File: config.mk
export PLATFORM = sky130hd
export DESIGN_NAME = sparse_polynomial_multiply_unit
export DESIGN_NICKNAME = d
export VERILOG_FILES = /design/src/rtl/spm_pkg.sv /design/src/rtl/spm_term_store.sv /design/src/rtl/spm_scan_unit.sv /design/src/rtl/sparse_polynomial_multiply_unit.sv
export SDC_FILE = /design/constraint.sdc
export NUM_CORES = 1
export LEC_CHECK = 0
export BUFFER_PORTS_ARGS = -buffer_cell sky130_fd_sc_hd__buf_4
export CORE_ASPECT_RATIO = 1.4
export CORE_MARGIN = 8
export CORE_UTILIZATION = 45
export DETAILED_ROUTE_END_ITERATION = 8
export SETUP_SLACK_MARGIN = 0.02
export SLEW_MARGIN = 20
export SYNTH_ARGS = -nofsm -noshare
export SYNTH_HDL_FRONTEND = slang
export SYNTH_SLANG_ARGS = --single-unit
File: constraint.sdc
create_clock -name clk -period 9.2 [get_ports clk]
set_input_delay 1.84 -clock clk [delete_from_list [all_inputs] [get_ports clk]]
set_output_delay 1.84 -clock clk [all_outputs]
set_load 0.02 [all_outputs]
File: src/rtl/spm_pkg.sv
`timescale 1ns / 1ps

package spm_pkg;

	localparam int MAX_TERMS_FIRST  = 8;
	localparam int MAX_TERMS_SECOND = 8;
	localparam int COEF_BITS        = 16;
	localparam int EXP_BITS         = 8;
	localparam int OUT_LIMIT        = 64;

	// port field widths
	localparam int IN_COEF_W  = 16;
	localparam int IN_EXP_W   = 8;
	localparam int OUT_COEF_W = 38;
	localparam int OUT_EXP_W  = 9;

	localparam int PROD_W    = 2 * COEF_BITS;
	localparam int SUM_EXP_W = EXP_BITS + 1;
	localparam int CNT_A_W   = $clog2(MAX_TERMS_FIRST + 1);
	localparam int CNT_B_W   = $clog2(MAX_TERMS_SECOND + 1);
	localparam int IDX_A_W   = (MAX_TERMS_FIRST > 1) ? $clog2(MAX_TERMS_FIRST) : 1;
	localparam int IDX_B_W   = (MAX_TERMS_SECOND > 1) ? $clog2(MAX_TERMS_SECOND) : 1;
	localparam int EMIT_W    = $clog2(OUT_LIMIT + 1);

	localparam logic [1:0] CMD_LOAD_FIRST  = 2'd0;
	localparam logic [1:0] CMD_LOAD_SECOND = 2'd1;
	localparam logic [1:0] CMD_MULTIPLY    = 2'd2;

	typedef struct packed {
		logic                 we;
		logic                 second;
		logic [COEF_BITS-1:0] coef;
		logic [EXP_BITS-1:0]  exp;
	} load_req_t;

	typedef struct packed {
		logic valid;
		logic start;
		logic last;
	} issue_t;

endpackage

File: src/rtl/spm_term_store.sv
`timescale 1ns / 1ps

module spm_term_store (
	input  logic                               clk,
	input  logic                               arst_n,
	input  spm_pkg::load_req_t                 load,
	input  logic                               clear,
	input  logic [spm_pkg::IDX_A_W-1:0]        rd_a,
	input  logic [spm_pkg::IDX_B_W-1:0]        rd_b,
	output logic [spm_pkg::COEF_BITS-1:0]      coef_a,
	output logic [spm_pkg::EXP_BITS-1:0]       exp_a,
	output logic [spm_pkg::COEF_BITS-1:0]      coef_b,
	output logic [spm_pkg::EXP_BITS-1:0]       exp_b,
	output logic [spm_pkg::CNT_A_W-1:0]        count_a,
	output logic [spm_pkg::CNT_B_W-1:0]        count_b,
	output logic                               dropped
);

	logic [spm_pkg::COEF_BITS-1:0] coef_a_q [spm_pkg::MAX_TERMS_FIRST];
	logic [spm_pkg::EXP_BITS-1:0]  exp_a_q  [spm_pkg::MAX_TERMS_FIRST];
	logic [spm_pkg::COEF_BITS-1:0] coef_b_q [spm_pkg::MAX_TERMS_SECOND];
	logic [spm_pkg::EXP_BITS-1:0]  exp_b_q  [spm_pkg::MAX_TERMS_SECOND];
	logic [spm_pkg::CNT_A_W-1:0]   cnt_a_q;
	logic [spm_pkg::CNT_B_W-1:0]   cnt_b_q;
	logic                          drop_q;
	logic                          full_a;
	logic                          full_b;

	assign full_a = (cnt_a_q == spm_pkg::CNT_A_W'(spm_pkg::MAX_TERMS_FIRST));
	assign full_b = (cnt_b_q == spm_pkg::CNT_B_W'(spm_pkg::MAX_TERMS_SECOND));

	always_ff @(posedge clk or negedge arst_n) begin
		if (!arst_n) begin
			cnt_a_q <= '0;
			cnt_b_q <= '0;
			drop_q  <= 1'b0;
		end else if (clear) begin
			cnt_a_q <= '0;
			cnt_b_q <= '0;
			drop_q  <= 1'b0;
		end else if (load.we) begin
			if (!load.second) begin
				if (full_a) begin
					drop_q <= 1'b1;
				end else begin
					cnt_a_q <= cnt_a_q + spm_pkg::CNT_A_W'(1);
				end
			end else begin
				if (full_b) begin
					drop_q <= 1'b1;
				end else begin
					cnt_b_q <= cnt_b_q + spm_pkg::CNT_B_W'(1);
				end
			end
		end
	end

	// term payload, no reset
	always_ff @(posedge clk) begin
		if (load.we && !clear) begin
			if (!load.second && !full_a) begin
				coef_a_q[spm_pkg::IDX_A_W'(cnt_a_q)] <= load.coef;
				exp_a_q[spm_pkg::IDX_A_W'(cnt_a_q)]  <= load.exp;
			end
			if (load.second && !full_b) begin
				coef_b_q[spm_pkg::IDX_B_W'(cnt_b_q)] <= load.coef;
				exp_b_q[spm_pkg::IDX_B_W'(cnt_b_q)]  <= load.exp;
			end
		end
	end

	assign coef_a  = coef_a_q[rd_a];
	assign exp_a   = exp_a_q[rd_a];
	assign coef_b  = coef_b_q[rd_b];
	assign exp_b   = exp_b_q[rd_b];
	assign count_a = cnt_a_q;
	assign count_b = cnt_b_q;
	assign dropped = drop_q;

endmodule

File: src/rtl/spm_scan_unit.sv
`timescale 1ns / 1ps

// One pair per cycle: multiply and exponent add in stage 1; in stage 2 the product is
// summed when its exponent equals the target, and the smallest exponent above the
// target (any exponent, when there is no target yet) is tracked for the next pass.
module spm_scan_unit (
	input  logic                               clk,
	input  logic                               arst_n,
	input  spm_pkg::issue_t                    issue,
	input  logic [spm_pkg::COEF_BITS-1:0]      coef_a,
	input  logic [spm_pkg::EXP_BITS-1:0]       exp_a,
	input  logic [spm_pkg::COEF_BITS-1:0]      coef_b,
	input  logic [spm_pkg::EXP_BITS-1:0]       exp_b,
	input  logic                               have_target,
	input  logic [spm_pkg::SUM_EXP_W-1:0]      target,
	output logic                               done,
	output logic [spm_pkg::OUT_COEF_W-1:0]     sum,
	output logic                               next_found,
	output logic [spm_pkg::SUM_EXP_W-1:0]      next_exp
);

	spm_pkg::issue_t                     issue_s1;
	logic signed [spm_pkg::PROD_W-1:0]   prod_s1;
	logic [spm_pkg::SUM_EXP_W-1:0]       exp_s1;

	logic [spm_pkg::OUT_COEF_W-1:0]      acc_q;
	logic [spm_pkg::SUM_EXP_W-1:0]       min_q;
	logic                                found_q;
	logic                                done_q;

	logic [spm_pkg::OUT_COEF_W-1:0]      acc_base;
	logic [spm_pkg::OUT_COEF_W-1:0]      addend;
	logic [spm_pkg::SUM_EXP_W-1:0]       min_base;
	logic                                found_base;
	logic                                cand;
	logic                                take;

	always_ff @(posedge clk or negedge arst_n) begin
		if (!arst_n) begin
			issue_s1 <= '0;
		end else begin
			issue_s1 <= issue;
		end
	end

	always_ff @(posedge clk) begin
		prod_s1 <= $signed(coef_a) * $signed(coef_b);
		exp_s1  <= spm_pkg::SUM_EXP_W'(exp_a) + spm_pkg::SUM_EXP_W'(exp_b);
	end

	always_comb begin
		acc_base   = issue_s1.start ? '0 : acc_q;
		min_base   = min_q;
		found_base = issue_s1.start ? 1'b0 : found_q;
		addend     = (have_target && exp_s1 == target) ?
			spm_pkg::OUT_COEF_W'(prod_s1) : '0;
		cand       = !have_target || (exp_s1 > target);
		take       = cand && (!found_base || exp_s1 < min_base);
	end

	always_ff @(posedge clk or negedge arst_n) begin
		if (!arst_n) begin
			found_q <= 1'b0;
			done_q  <= 1'b0;
		end else begin
			done_q <= issue_s1.valid && issue_s1.last;
			if (issue_s1.valid) begin
				found_q <= found_base || take;
			end
		end
	end

	always_ff @(posedge clk) begin
		if (issue_s1.valid) begin
			acc_q <= acc_base + addend;
			min_q <= take ? exp_s1 : min_base;
		end
	end

	assign done       = done_q;
	assign sum        = acc_q;
	assign next_found = found_q;
	assign next_exp   = min_q;

endmodule

File: src/rtl/sparse_polynomial_multiply_unit.sv
`timescale 1ns / 1ps

// channel   dir  tdata                                         tlast      tuser
// s_axis    in   [1:0] cmd [17:2] coef [25:18] exp             -          -
// m_axis    out  [37:0] coefficient [46:38] exponent           last_term  terms_dropped
//
// A multiply makes one pass over all F*S stored pairs per distinct product exponent,
// one pair a cycle through the shared multiplier, plus one pass to find the first
// exponent.
// The input is not ready from the multiply request until its last term is queued.
// Reset clears both term counts and the drop flag; a stalled output holds its term.
module sparse_polynomial_multiply_unit (
	input  logic        clk,
	input  logic        arst_n,
	input  logic        s_axis_tvalid,
	output logic        s_axis_tready,
	input  logic [31:0] s_axis_tdata,  // cmd[1:0], term_coefficient[17:2], term_exponent[25:18]
	output logic        m_axis_tvalid,
	input  logic        m_axis_tready,
	output logic [47:0] m_axis_tdata,  // product_coefficient[37:0], product_exponent[46:38]
	output logic        m_axis_tlast,  // last_term
	output logic        m_axis_tuser   // terms_dropped
);

	typedef enum logic [2:0] {
		ST_IDLE,
		ST_SCAN,
		ST_WAIT,
		ST_STEP,
		ST_FINAL
	} state_t;

	state_t state_q;

	logic [1:0]                          in_cmd;
	logic [spm_pkg::IN_COEF_W-1:0]       in_coef;
	logic [spm_pkg::IN_EXP_W-1:0]        in_exp;
	logic                                in_acc;
	spm_pkg::load_req_t                  load;
	spm_pkg::issue_t                     issue;
	logic                                store_clr;

	logic [spm_pkg::IDX_A_W-1:0]         i_q;
	logic [spm_pkg::IDX_B_W-1:0]         j_q;
	logic [spm_pkg::COEF_BITS-1:0]       coef_a;
	logic [spm_pkg::EXP_BITS-1:0]        exp_a;
	logic [spm_pkg::COEF_BITS-1:0]       coef_b;
	logic [spm_pkg::EXP_BITS-1:0]        exp_b;
	logic [spm_pkg::CNT_A_W-1:0]         cnt_a;
	logic [spm_pkg::CNT_B_W-1:0]         cnt_b;
	logic                                dropped;
	logic                                i_last;
	logic                                j_last;

	logic                                have_target_q;
	logic [spm_pkg::SUM_EXP_W-1:0]       target_q;
	logic                                scan_done;
	logic [spm_pkg::OUT_COEF_W-1:0]      scan_sum;
	logic                                next_found;
	logic [spm_pkg::SUM_EXP_W-1:0]       next_exp;

	logic                                pend_valid_q;
	logic [spm_pkg::OUT_COEF_W-1:0]      pend_coef_q;
	logic [spm_pkg::SUM_EXP_W-1:0]       pend_exp_q;
	logic [spm_pkg::EMIT_W-1:0]          emit_cnt_q;

	logic                                out_valid_q;
	logic [spm_pkg::OUT_COEF_W-1:0]      out_coef_q;
	logic [spm_pkg::OUT_EXP_W-1:0]       out_exp_q;
	logic                                out_last_q;
	logic                                out_drop_q;
	logic                                out_free;
	logic                                out_load;
	logic                                sum_nz;
	logic                                step_stall;
	logic                                emit_full;

	assign in_cmd  = s_axis_tdata[1:0];
	assign in_coef = s_axis_tdata[17:2];
	assign in_exp  = s_axis_tdata[25:18];

	assign s_axis_tready = (state_q == ST_IDLE);
	assign in_acc        = s_axis_tvalid && s_axis_tready;

	always_comb begin
		load.we     = in_acc && (in_cmd == spm_pkg::CMD_LOAD_FIRST ||
			in_cmd == spm_pkg::CMD_LOAD_SECOND);
		load.second = (in_cmd == spm_pkg::CMD_LOAD_SECOND);
		load.coef   = spm_pkg::COEF_BITS'($signed(in_coef));
		load.exp    = spm_pkg::EXP_BITS'(in_exp);
	end

	assign i_last = (spm_pkg::CNT_A_W'(i_q) == cnt_a - spm_pkg::CNT_A_W'(1));
	assign j_last = (spm_pkg::CNT_B_W'(j_q) == cnt_b - spm_pkg::CNT_B_W'(1));

	always_comb begin
		issue.valid = (state_q == ST_SCAN);
		issue.start = (i_q == '0) && (j_q == '0);
		issue.last  = i_last && j_last;
	end

	assign out_free   = !out_valid_q || m_axis_tready;
	assign store_clr  = (state_q == ST_FINAL) && out_free;
	assign sum_nz     = have_target_q && (scan_sum != '0);
	assign step_stall = sum_nz && pend_valid_q && !out_free;
	assign emit_full  = (emit_cnt_q == spm_pkg::EMIT_W'(spm_pkg::OUT_LIMIT - 1));
	assign out_load   = ((state_q == ST_STEP) && !step_stall && sum_nz && pend_valid_q) ||
		store_clr;

	spm_term_store u_store (
		.clk     (clk),
		.arst_n  (arst_n),
		.load    (load),
		.clear   (store_clr),
		.rd_a    (i_q),
		.rd_b    (j_q),
		.coef_a  (coef_a),
		.exp_a   (exp_a),
		.coef_b  (coef_b),
		.exp_b   (exp_b),
		.count_a (cnt_a),
		.count_b (cnt_b),
		.dropped (dropped)
	);

	spm_scan_unit u_scan (
		.clk         (clk),
		.arst_n      (arst_n),
		.issue       (issue),
		.coef_a      (coef_a),
		.exp_a       (exp_a),
		.coef_b      (coef_b),
		.exp_b       (exp_b),
		.have_target (have_target_q),
		.target      (target_q),
		.done        (scan_done),
		.sum         (scan_sum),
		.next_found  (next_found),
		.next_exp    (next_exp)
	);

	always_ff @(posedge clk or negedge arst_n) begin
		if (!arst_n) begin
			state_q       <= ST_IDLE;
			i_q           <= '0;
			j_q           <= '0;
			have_target_q <= 1'b0;
			pend_valid_q  <= 1'b0;
			emit_cnt_q    <= '0;
			out_valid_q   <= 1'b0;
		end else begin
			if (out_load) begin
				out_valid_q <= 1'b1;
			end else if (out_valid_q && m_axis_tready) begin
				out_valid_q <= 1'b0;
			end
			case (state_q)
				ST_IDLE: begin
					if (in_acc && in_cmd == spm_pkg::CMD_MULTIPLY) begin
						i_q           <= '0;
						j_q           <= '0;
						have_target_q <= 1'b0;
						pend_valid_q  <= 1'b0;
						emit_cnt_q    <= '0;
						// an empty list gives no products at all
						state_q <= (cnt_a == '0 || cnt_b == '0) ? ST_FINAL : ST_SCAN;
					end
				end
				ST_SCAN: begin
					if (j_last) begin
						j_q <= '0;
						i_q <= i_last ? '0 : i_q + spm_pkg::IDX_A_W'(1);
					end else begin
						j_q <= j_q + spm_pkg::IDX_B_W'(1);
					end
					if (issue.last) begin
						state_q <= ST_WAIT;
					end
				end
				ST_WAIT: begin
					if (scan_done) begin
						state_q <= ST_STEP;
					end
				end
				ST_STEP: begin
					if (!step_stall) begin
						if (sum_nz) begin
							// a held term goes out here only once a later one is known; the last goes out in ST_FINAL
							if (pend_valid_q) begin
								out_coef_q  <= pend_coef_q;
								out_exp_q   <= spm_pkg::OUT_EXP_W'(pend_exp_q);
								out_last_q  <= 1'b0;
								out_drop_q  <= dropped;
							end
							pend_valid_q <= 1'b1;
							pend_coef_q  <= scan_sum;
							pend_exp_q   <= target_q;
							emit_cnt_q   <= emit_cnt_q + spm_pkg::EMIT_W'(1);
						end
						if (next_found && !(sum_nz && emit_full)) begin
							target_q      <= next_exp;
							have_target_q <= 1'b1;
							state_q       <= ST_SCAN;
						end else begin
							state_q <= ST_FINAL;
						end
					end
				end
				ST_FINAL: begin
					if (out_free) begin
						out_coef_q   <= pend_valid_q ? pend_coef_q : '0;
						out_exp_q    <= pend_valid_q ? spm_pkg::OUT_EXP_W'(pend_exp_q) : '0;
						out_last_q   <= 1'b1;
						out_drop_q   <= dropped;
						pend_valid_q <= 1'b0;
						state_q      <= ST_IDLE;
					end
				end
				default: begin
					state_q <= ST_IDLE;
				end
			endcase
		end
	end

	assign m_axis_tvalid = out_valid_q;
	assign m_axis_tdata  = {1'b0, out_exp_q, out_coef_q};
	assign m_axis_tlast  = out_last_q;
	assign m_axis_tuser  = out_drop_q;

	a_no_issue_when_ready: assert property (@(posedge clk) disable iff (!arst_n)
		issue.valid |-> !s_axis_tready)
		else $error("pair issued while input ready");

	a_done_in_wait: assert property (@(posedge clk) disable iff (!arst_n)
		scan_done |-> (state_q == ST_WAIT))
		else $error("scan pass finished outside wait state");

	a_counts_bounded: assert property (@(posedge clk) disable iff (!arst_n)
		(cnt_a <= spm_pkg::CNT_A_W'(spm_pkg::MAX_TERMS_FIRST)) &&
		(cnt_b <= spm_pkg::CNT_B_W'(spm_pkg::MAX_TERMS_SECOND)))
		else $error("term count beyond capacity");

	a_final_clears: assert property (@(posedge clk) disable iff (!arst_n)
		store_clr |=> (cnt_a == '0 && cnt_b == '0 && !dropped && m_axis_tvalid &&
			m_axis_tlast))
		else $error("final term without list clear");

endmodule
==> results of run 1 <==
-- sequential cells by signal, indices dropped and copies added, names as in the netlist, 32 cells and up --
signal	count
pend_coef_q	38
out_coef_q	38
u_store.exp_a_q	64
u_scan.prod_s1	32
u_scan.sum	38
u_store.coef_a_q	128
u_store.exp_b_q	64
u_store.coef_b_q	128
-- worst min path at each step --
stage | startpoint | to | cells after the start
floorplan | u_scan.exp_s1[0] | u_scan.next_exp[0] | 0
global placement | u_scan.next_exp[7] | target_q[7] | 0
detailed placement | u_scan.next_exp[6] | target_q[6] | 0
CTS | u_scan.next_exp[6] | target_q[6] | 0
global route | u_scan.next_exp[3] | target_q[3] | 0
finish | u_scan.next_exp[6] | target_q[6] | 0
-- final cells by class --
cell class	instances	area (um2)
Fill cell	6674	38300
Sequential cell	610	17800
Multi-Input combinational cell	1548	15600
Clock buffer	76	1580
Inverter	371	1390
Tap cell	1045	1310
Timing Repair Buffer	137	1040
Clock inverter	31	325
Antenna cell	1	2.50
-- cells in the mapped netlist (all sizes together) (9+ instances only) --
library cell,n
o21ai,48
nor2b,96
fa,264
dfxtp,41
mux2i,36
nor2,216
nand4,15
or2,13
dfrtp,33
a21oi,85
clkbuf,40
edfxtp,536
a21o,31
nand2,148
and2,33
nor4,11
mux2,34
o21bai,13
inv,371
nand3,22
nor3,22
o21a,16
buf,34
nand2b,26
mux4,96
ha,155
xor2,27
o211ai,9
xnor2,64
-- stage by stage --
stage	cells	hold WS [ns]
6_report	3819	0.450
5_1_grt	3819	0.457
4_1_cts	3817	0.450
3_5_place_dp	3710	0.436
3_3_place_gp	3710	0.434
2_1_floorplan	2603	0.421
-- metal layers --
layer | share of wire | wire, um
met1 | 0.39 | 29500
met2 | 0.54 | 40700
met3 | 0.032 | 2410
met4 | 0.037 | 2790
met5 | 0 | 0
-- kinds of logic (layout without fill, tap and decap cells) --
kind of cell	Yosys count	after routing	share of synthesized area
XOR/XNOR	91	91	0.0228
AO/OA/AOI/OAI	241	241	0.0445
adder cells (fa/ha/maj)	419	419	0.207
other	1	2	0.000107
multiplexers	166	166	0.0831
AND/OR/NAND/NOR	630	630	0.0867
flip-flops	610	610	0.507
buffers and inverters	445	615	0.0492
==> results.txt, run 1 <==
The buffers inserted during post-CTS setup optimization came out at 0. The per-cell via count in the routed design came out at approximately 5.2. The kind of end point of the critical path is a flop. After floorplanning, the core was sized to cover 77400 um2. The count of flip-flops with a built-in enable after synthesis is 536. The DRC violation count after routing is 0. The number of buffer and inverter stages on the critical path came out at 5. The cell count after synthesis came out at between 2000 and 3000. From left edge to right edge, the die measures ~250 um. The required time of the critical path came out at ~10 ns. Dividing the synthesized area by the synthesized cell count gives between 10 and 15 um2.

The worst setup slack before clock tree synthesis is 1.31 ns. The number of global-route vias before repair was 21200. The kind of cell with the highest combined delay along the critical path is adder cells. Counting I/O delays and the setup requirement, the final critical path takes just under 8 ns.

The first-pass GRT wire length is 118000 um. The clock latency reported for the late side of the worst-skew pair is ~0.65 ns. The worst register-to-register path begins at i_q[0]. The count of warnings emitted by yosys is 0.

The global routing met1 resource utilization came out at 0.196. The final-stage net count is 3181. Along the worst path, the maximum fanout reaches 28. The area share of the largest cell type after synthesis is 0.460.

After the first detailed-routing iteration, the DRC count stood at between 1000 and 1500. Across the routed clock network, the largest skew measured is 0.0386 ns. The maximum operating frequency came out at approximately 0.13 GHz. For this block, the via count after detailed routing is 19800. The number of buffers added on ports is 80.

The count of nets left with antenna violations once routing finished came out at 0. Gates resized during post-CTS repair numbered 0. The signal on the critical path passes through mux4_2 > mux2i_1 > buf_4 > nor2_1 > fa_1 > fa_1 > inv_1 > fa_1 > inv_1 > fa_1 > fa_1 > inv_1 > fa_1 > inv_1 > ha_1 > nand4_1 > nor2_1 > o211ai_1 > a31oi_1 > o21a_1 > o21a_1 > nand2_1 > o21ai_0 > xor2_1. The routability congestion estimate from global placement is about 0.9. The synthesis-to-layout area growth is 11.5%. Among the stages of the critical path, the cell type that occurs most often is fa_1. The clock sink count is 610. The HPWL after detailed placement came out at 54100 um. In the final routed layout, each cell accounts on average for 19.7 um. The total count of hold-check failures in the final report came out at 0. The final total negative setup slack is 0 ns. The proportion of layout cells with a drive suffix above 1 came out at 0.145. The most common cell after layout, fill and taps aside is edfxtp_1. The proportion of register bits with asynchronous set or reset after synthesis came out at 0.0541. The critical path class is reg -> reg. The tightest min-delay check is of the reg -> reg type. After routing the design area is 39000 um2.

Of the available clock period, the critical path in the final layout requires 0.859. The number of antenna violations at the first check in global routing came out at 1. The met3 usage came out at 0.0208.

The reg-to-reg setup timing slack is 1.30 ns. The net count of the mapped netlist is 3058. The wire length after detailed routing is ~75000 um. The cell area after technology mapping came out at 35000 um2.

The beginning of the critical path is i_q[0]. The cell at the root of the clock tree is clkbuf_16. Setup repair after global routing left no endpoint under its margin. The sequential share of the synthesized area is 0.507. The count of endpoints failing setup in the final report came out at 0. The final core area utilization is 0.504. The initial utilization of the core area, before any placement, comes to 0.452. Leaving out fill and tap cells, the most frequent cells in the layout are edfxtp_1, inv_1, fa_1, nor2_1, ha_1. The largest buffer count on any clock path is 3.

The most instantiated flip-flop cell in the synthesis netlist is edfxtp_1. The biggest area contributor in the post-synthesis netlist is edfxtp_1. The floorplan step defined a die boundary enclosing 87000 um2. For the pin with the worst max-slew slack, the measured transition is 0.951 ns.

The worst slew margin relative to its limit is 0.348. The delay of the slowest critical-path stage is a little under 0.8 ns. The smallest setup slack after layout came out at 1.30 ns. The total number of placement rows is roughly 120. The total track usage is 0.173. The number of unique standard cell types used by synthesis is 70. The synthesized flop and latch total came out at 610.

The residual overflow from global routing came out at 0. met2 is the most crowded layer. The endpoint identified for the worst register-to-register timing path is u_scan.prod_s1[30].

The clock tree synthesis step divided the H-tree into 2 levels. Entering global routing, the biggest net connects 50 pins. The cell type of the slowest stage on the worst timing path is dfrtp_4. TritonCTS built the clock tree. The worst reg-to-reg path cell count came out at 24.

Buffers inserted to repair hold after CTS numbered 0. Yosys attributes the largest share of cell area to edfxtp_1, fa_1, mux4_2. The die is 346 um tall. The most critical setup path has its endpoint at u_scan.prod_s1[30]. The worst endpoint data arrival time came out at about 8.5 ns.

The clock-pin slew reported for the worst setup and hold paths after clock tree synthesis is roughly 0.07 ns. The flow ran to the end, and the final reports show no timing, DRC or antenna violations. The met2 capacity usage during global routing is 0.325. In this run the cell area measured after placement is about 37000 um2.

STA classifies the critical path startpoint as a flop. The number of max-cap violations came out at 0. The final count of pins violating max slew is 0. The number of buffers inserted during clock tree synthesis came out at 58.

The pre-antenna-repair detailed-routing pass consisted of 5 iterations. Counting buffers and inverters, the worst setup path is 24 cells deep. The number of primary I/O pins came out at ~90.
Power of run 1 is left out: the tool's default activity adds up to more than one toggle a clock period on the data nets, which glitch-free logic cannot reach.
==> run 2: changes to the inputs <==
- CORE_UTILIZATION: 45 -> 40
==> run 2 against run 1 <==
  * Via count up 0.17%
  * Non-clock buffer count down 2
  * Count of clock-buffer cells in the layout down 4
  * Sequential share of layout area down 0.28 points
  * Die area up 12%
  * Worst setup slack worse by 0.25 ns
  * Highest routed layer unchanged
  * Critical path type unchanged
  * Worst hold slack worse by 0.0023 ns
  * Critical path depth up 2
  * Clock skew about the same
==> results.txt, run 2 (synthesized netlist as in run 1, its figures left out) <==
The flow ran to the end, and the final reports show no timing, DRC or antenna violations. The area of the core region came out at 86800 um2. The maximum number of pins on one net before global-route repair is 48.

After detailed routing, the number of remaining DRC violations is 0. In this run the clock root is driven by a clkbuf_16. The final layout contains 3180 nets. In this design, the stage delay of the slowest critical-path cell is ~0.90 ns. The path class of the tightest hold or removal check is reg -> reg. The synthesis-to-layout area growth is 12.2%.

The worst setup slack before clock tree synthesis came out at about 1.1 ns. The H-tree depth came out at 2. The residual overflow from global routing came out at 0. Max-cap violations in this run came to 0. The required time of the critical path is 9.74 ns.

Setup repair after global routing left no endpoint under its margin. The later pin in the worst-skew pair is clocked with a latency of 0.65 ns. Once detailed placement completed, the half-perimeter wirelength came to 54500 um. The placed standard-cell area came out at approximately 37000 um2. The vertical die dimension came out at 366 um. The pre-antenna-repair detailed-routing pass consisted of 5 iterations. Across the routed clock network, the largest skew measured is 0.0381 ns. The number of cells on the worst reg-to-reg path is 26. In the final layout, the share of cells above drive strength 1 is 0.149. STA classifies the critical path startpoint as a flop. The number of fillers in the final layout is 7854.

The period utilization is 0.886. The number of buffers inserted during clock tree synthesis came out at 59. The maximum operating frequency came out at ~0.12 GHz.

The width of the die is ~270 um. The first-pass GRT wire length is 120000 um. The final antenna-violating net count came out at 0. The number of global-route vias before repair is 21900.

The final count of pins violating max slew was 0. The total count of hold-check failures in the final report came to 0. The total track usage is 0.156. By startpoint and endpoint, the worst setup path is classified as reg -> reg. The slowest stage of the critical path belongs to the cell dfrtp_4. The largest registers in the layout are u_store.coef_a_q (128), u_store.coef_b_q (128). The die covers 97300 um2.

The critical path crosses 26 cells after its start point. For this configuration, the core starts out at a cell density of 0.403. The wire length after detailed routing is 75300 um. The time the worst path needs with I/O delays and setup is 8.15 ns. The routability congestion estimate from global placement came out at 0.883. The clock-pin slew reported for the worst setup and hold paths after clock tree synthesis is 0.06 ns. The largest driver fanout on the critical path is 33.

The number of buffers and inverters on the critical path is 7. STA classifies the critical path endpoint as a flop. The TritonCTS clock tree is built. For the final routed database, the setup TNS stands at 0 ns. The clock passes through at most 3 buffers.

The number of buffers inserted by hold repair at cts came out at 0. The number of primary I/O pins came out at 88. Setup slack closes at 1.05 ns. The overall via count from detail_route came out at 19900. At the worst endpoint, the arrival time is 8.69 ns. Among the stages of the critical path, the cell type that occurs most often is fa_1. The post-route standard cell area excluding fillers is 39300 um2. The number of antenna violations at the first check in global routing is 2. The worst slew margin relative to its limit came out at 0.262. The number of gates resized after CTS came out at 0. The most common cell after layout, fill and taps aside is edfxtp_1. The worst hold path passes through 0 cells. The family of cells with the greatest summed delay on the critical path is adder cells. Setup violations remaining at the end of the flow were counted as 0. The final routed wire length divided by cell count came out at 19.1 um. The tree built by TritonCTS fans out to 610 sinks.

The top cell types in the final layout, fill and taps aside, are edfxtp_1, inv_1, fa_1, nor2_1, ha_1. The initial DRC count came out at 1040. Post-CTS timing repair inserted 0 buffers for setup.

In this run the core area contains between 100 and 150 standard-cell rows. The per-cell via count in the routed design came out at 5.03. The transition time of the tightest slew-check pin is 1.09 ns. Input and output buffers added on the ports amount to 80.
-- run 2: cell types whose count changed in the layout (fill, tap and decap cells not counted), sizes merged --
cell,delta
clkinvlp,-2
clkbuf,-4
inv,+1
clkinv,+4
diode,+1
bufinv,+3
buf,-2
-- run 2: worst paths after layout --
check	slack [ns]	end	start
max	1.05	u_scan.prod_s1[30]	j_q[0]
min	0.45	pend_exp_q[2]	target_q[2]
max reg2reg	1.05	u_scan.prod_s1[30]	j_q[0]
min reg2reg	0.45	pend_exp_q[2]	target_q[2]
max in group asynchronous	7.68	j_q[0]	arst_n
min in group asynchronous	1.14	u_store.count_b[0]	arst_n
-- run 2: area by class of cell --
class                           instances  area (um2)  area share
Tap cell                             1170        1460      0.0373
Clock inverter                         37         437      0.0111
Multi-Input combinational cell       1548       15600       0.398
Sequential cell                       610       17800       0.452
Inverter                              371        1390      0.0355
Clock buffer                           72        1570      0.0399
Antenna cell                            2        5.00    0.000128
Timing Repair Buffer                  135        1030      0.0261
-- run 2: layer usage --
metal  global-route usage  vias to the layer above  wire length, um
met2                0.298                      397            41200
met3               0.0229                      122             2940
li1                     -                     9184                -
met1                0.175                    10200            29000
met4               0.0490                        0             2130
met5                    0                        -                0
-- run 2: stage by stage --
step | hold WS [ns] | util | std cells
2_1_floorplan | 0.421 | - | 2603
3_3_place_gp | 0.431 | 0.429 | 3833
3_5_place_dp | 0.432 | 0.429 | 3833
4_1_cts | 0.446 | 0.452 | 3942
5_1_grt | 0.455 | 0.452 | 3943
6_report | 0.448 | 0.452 | 3945
Power of run 2 is left out for the same reason.
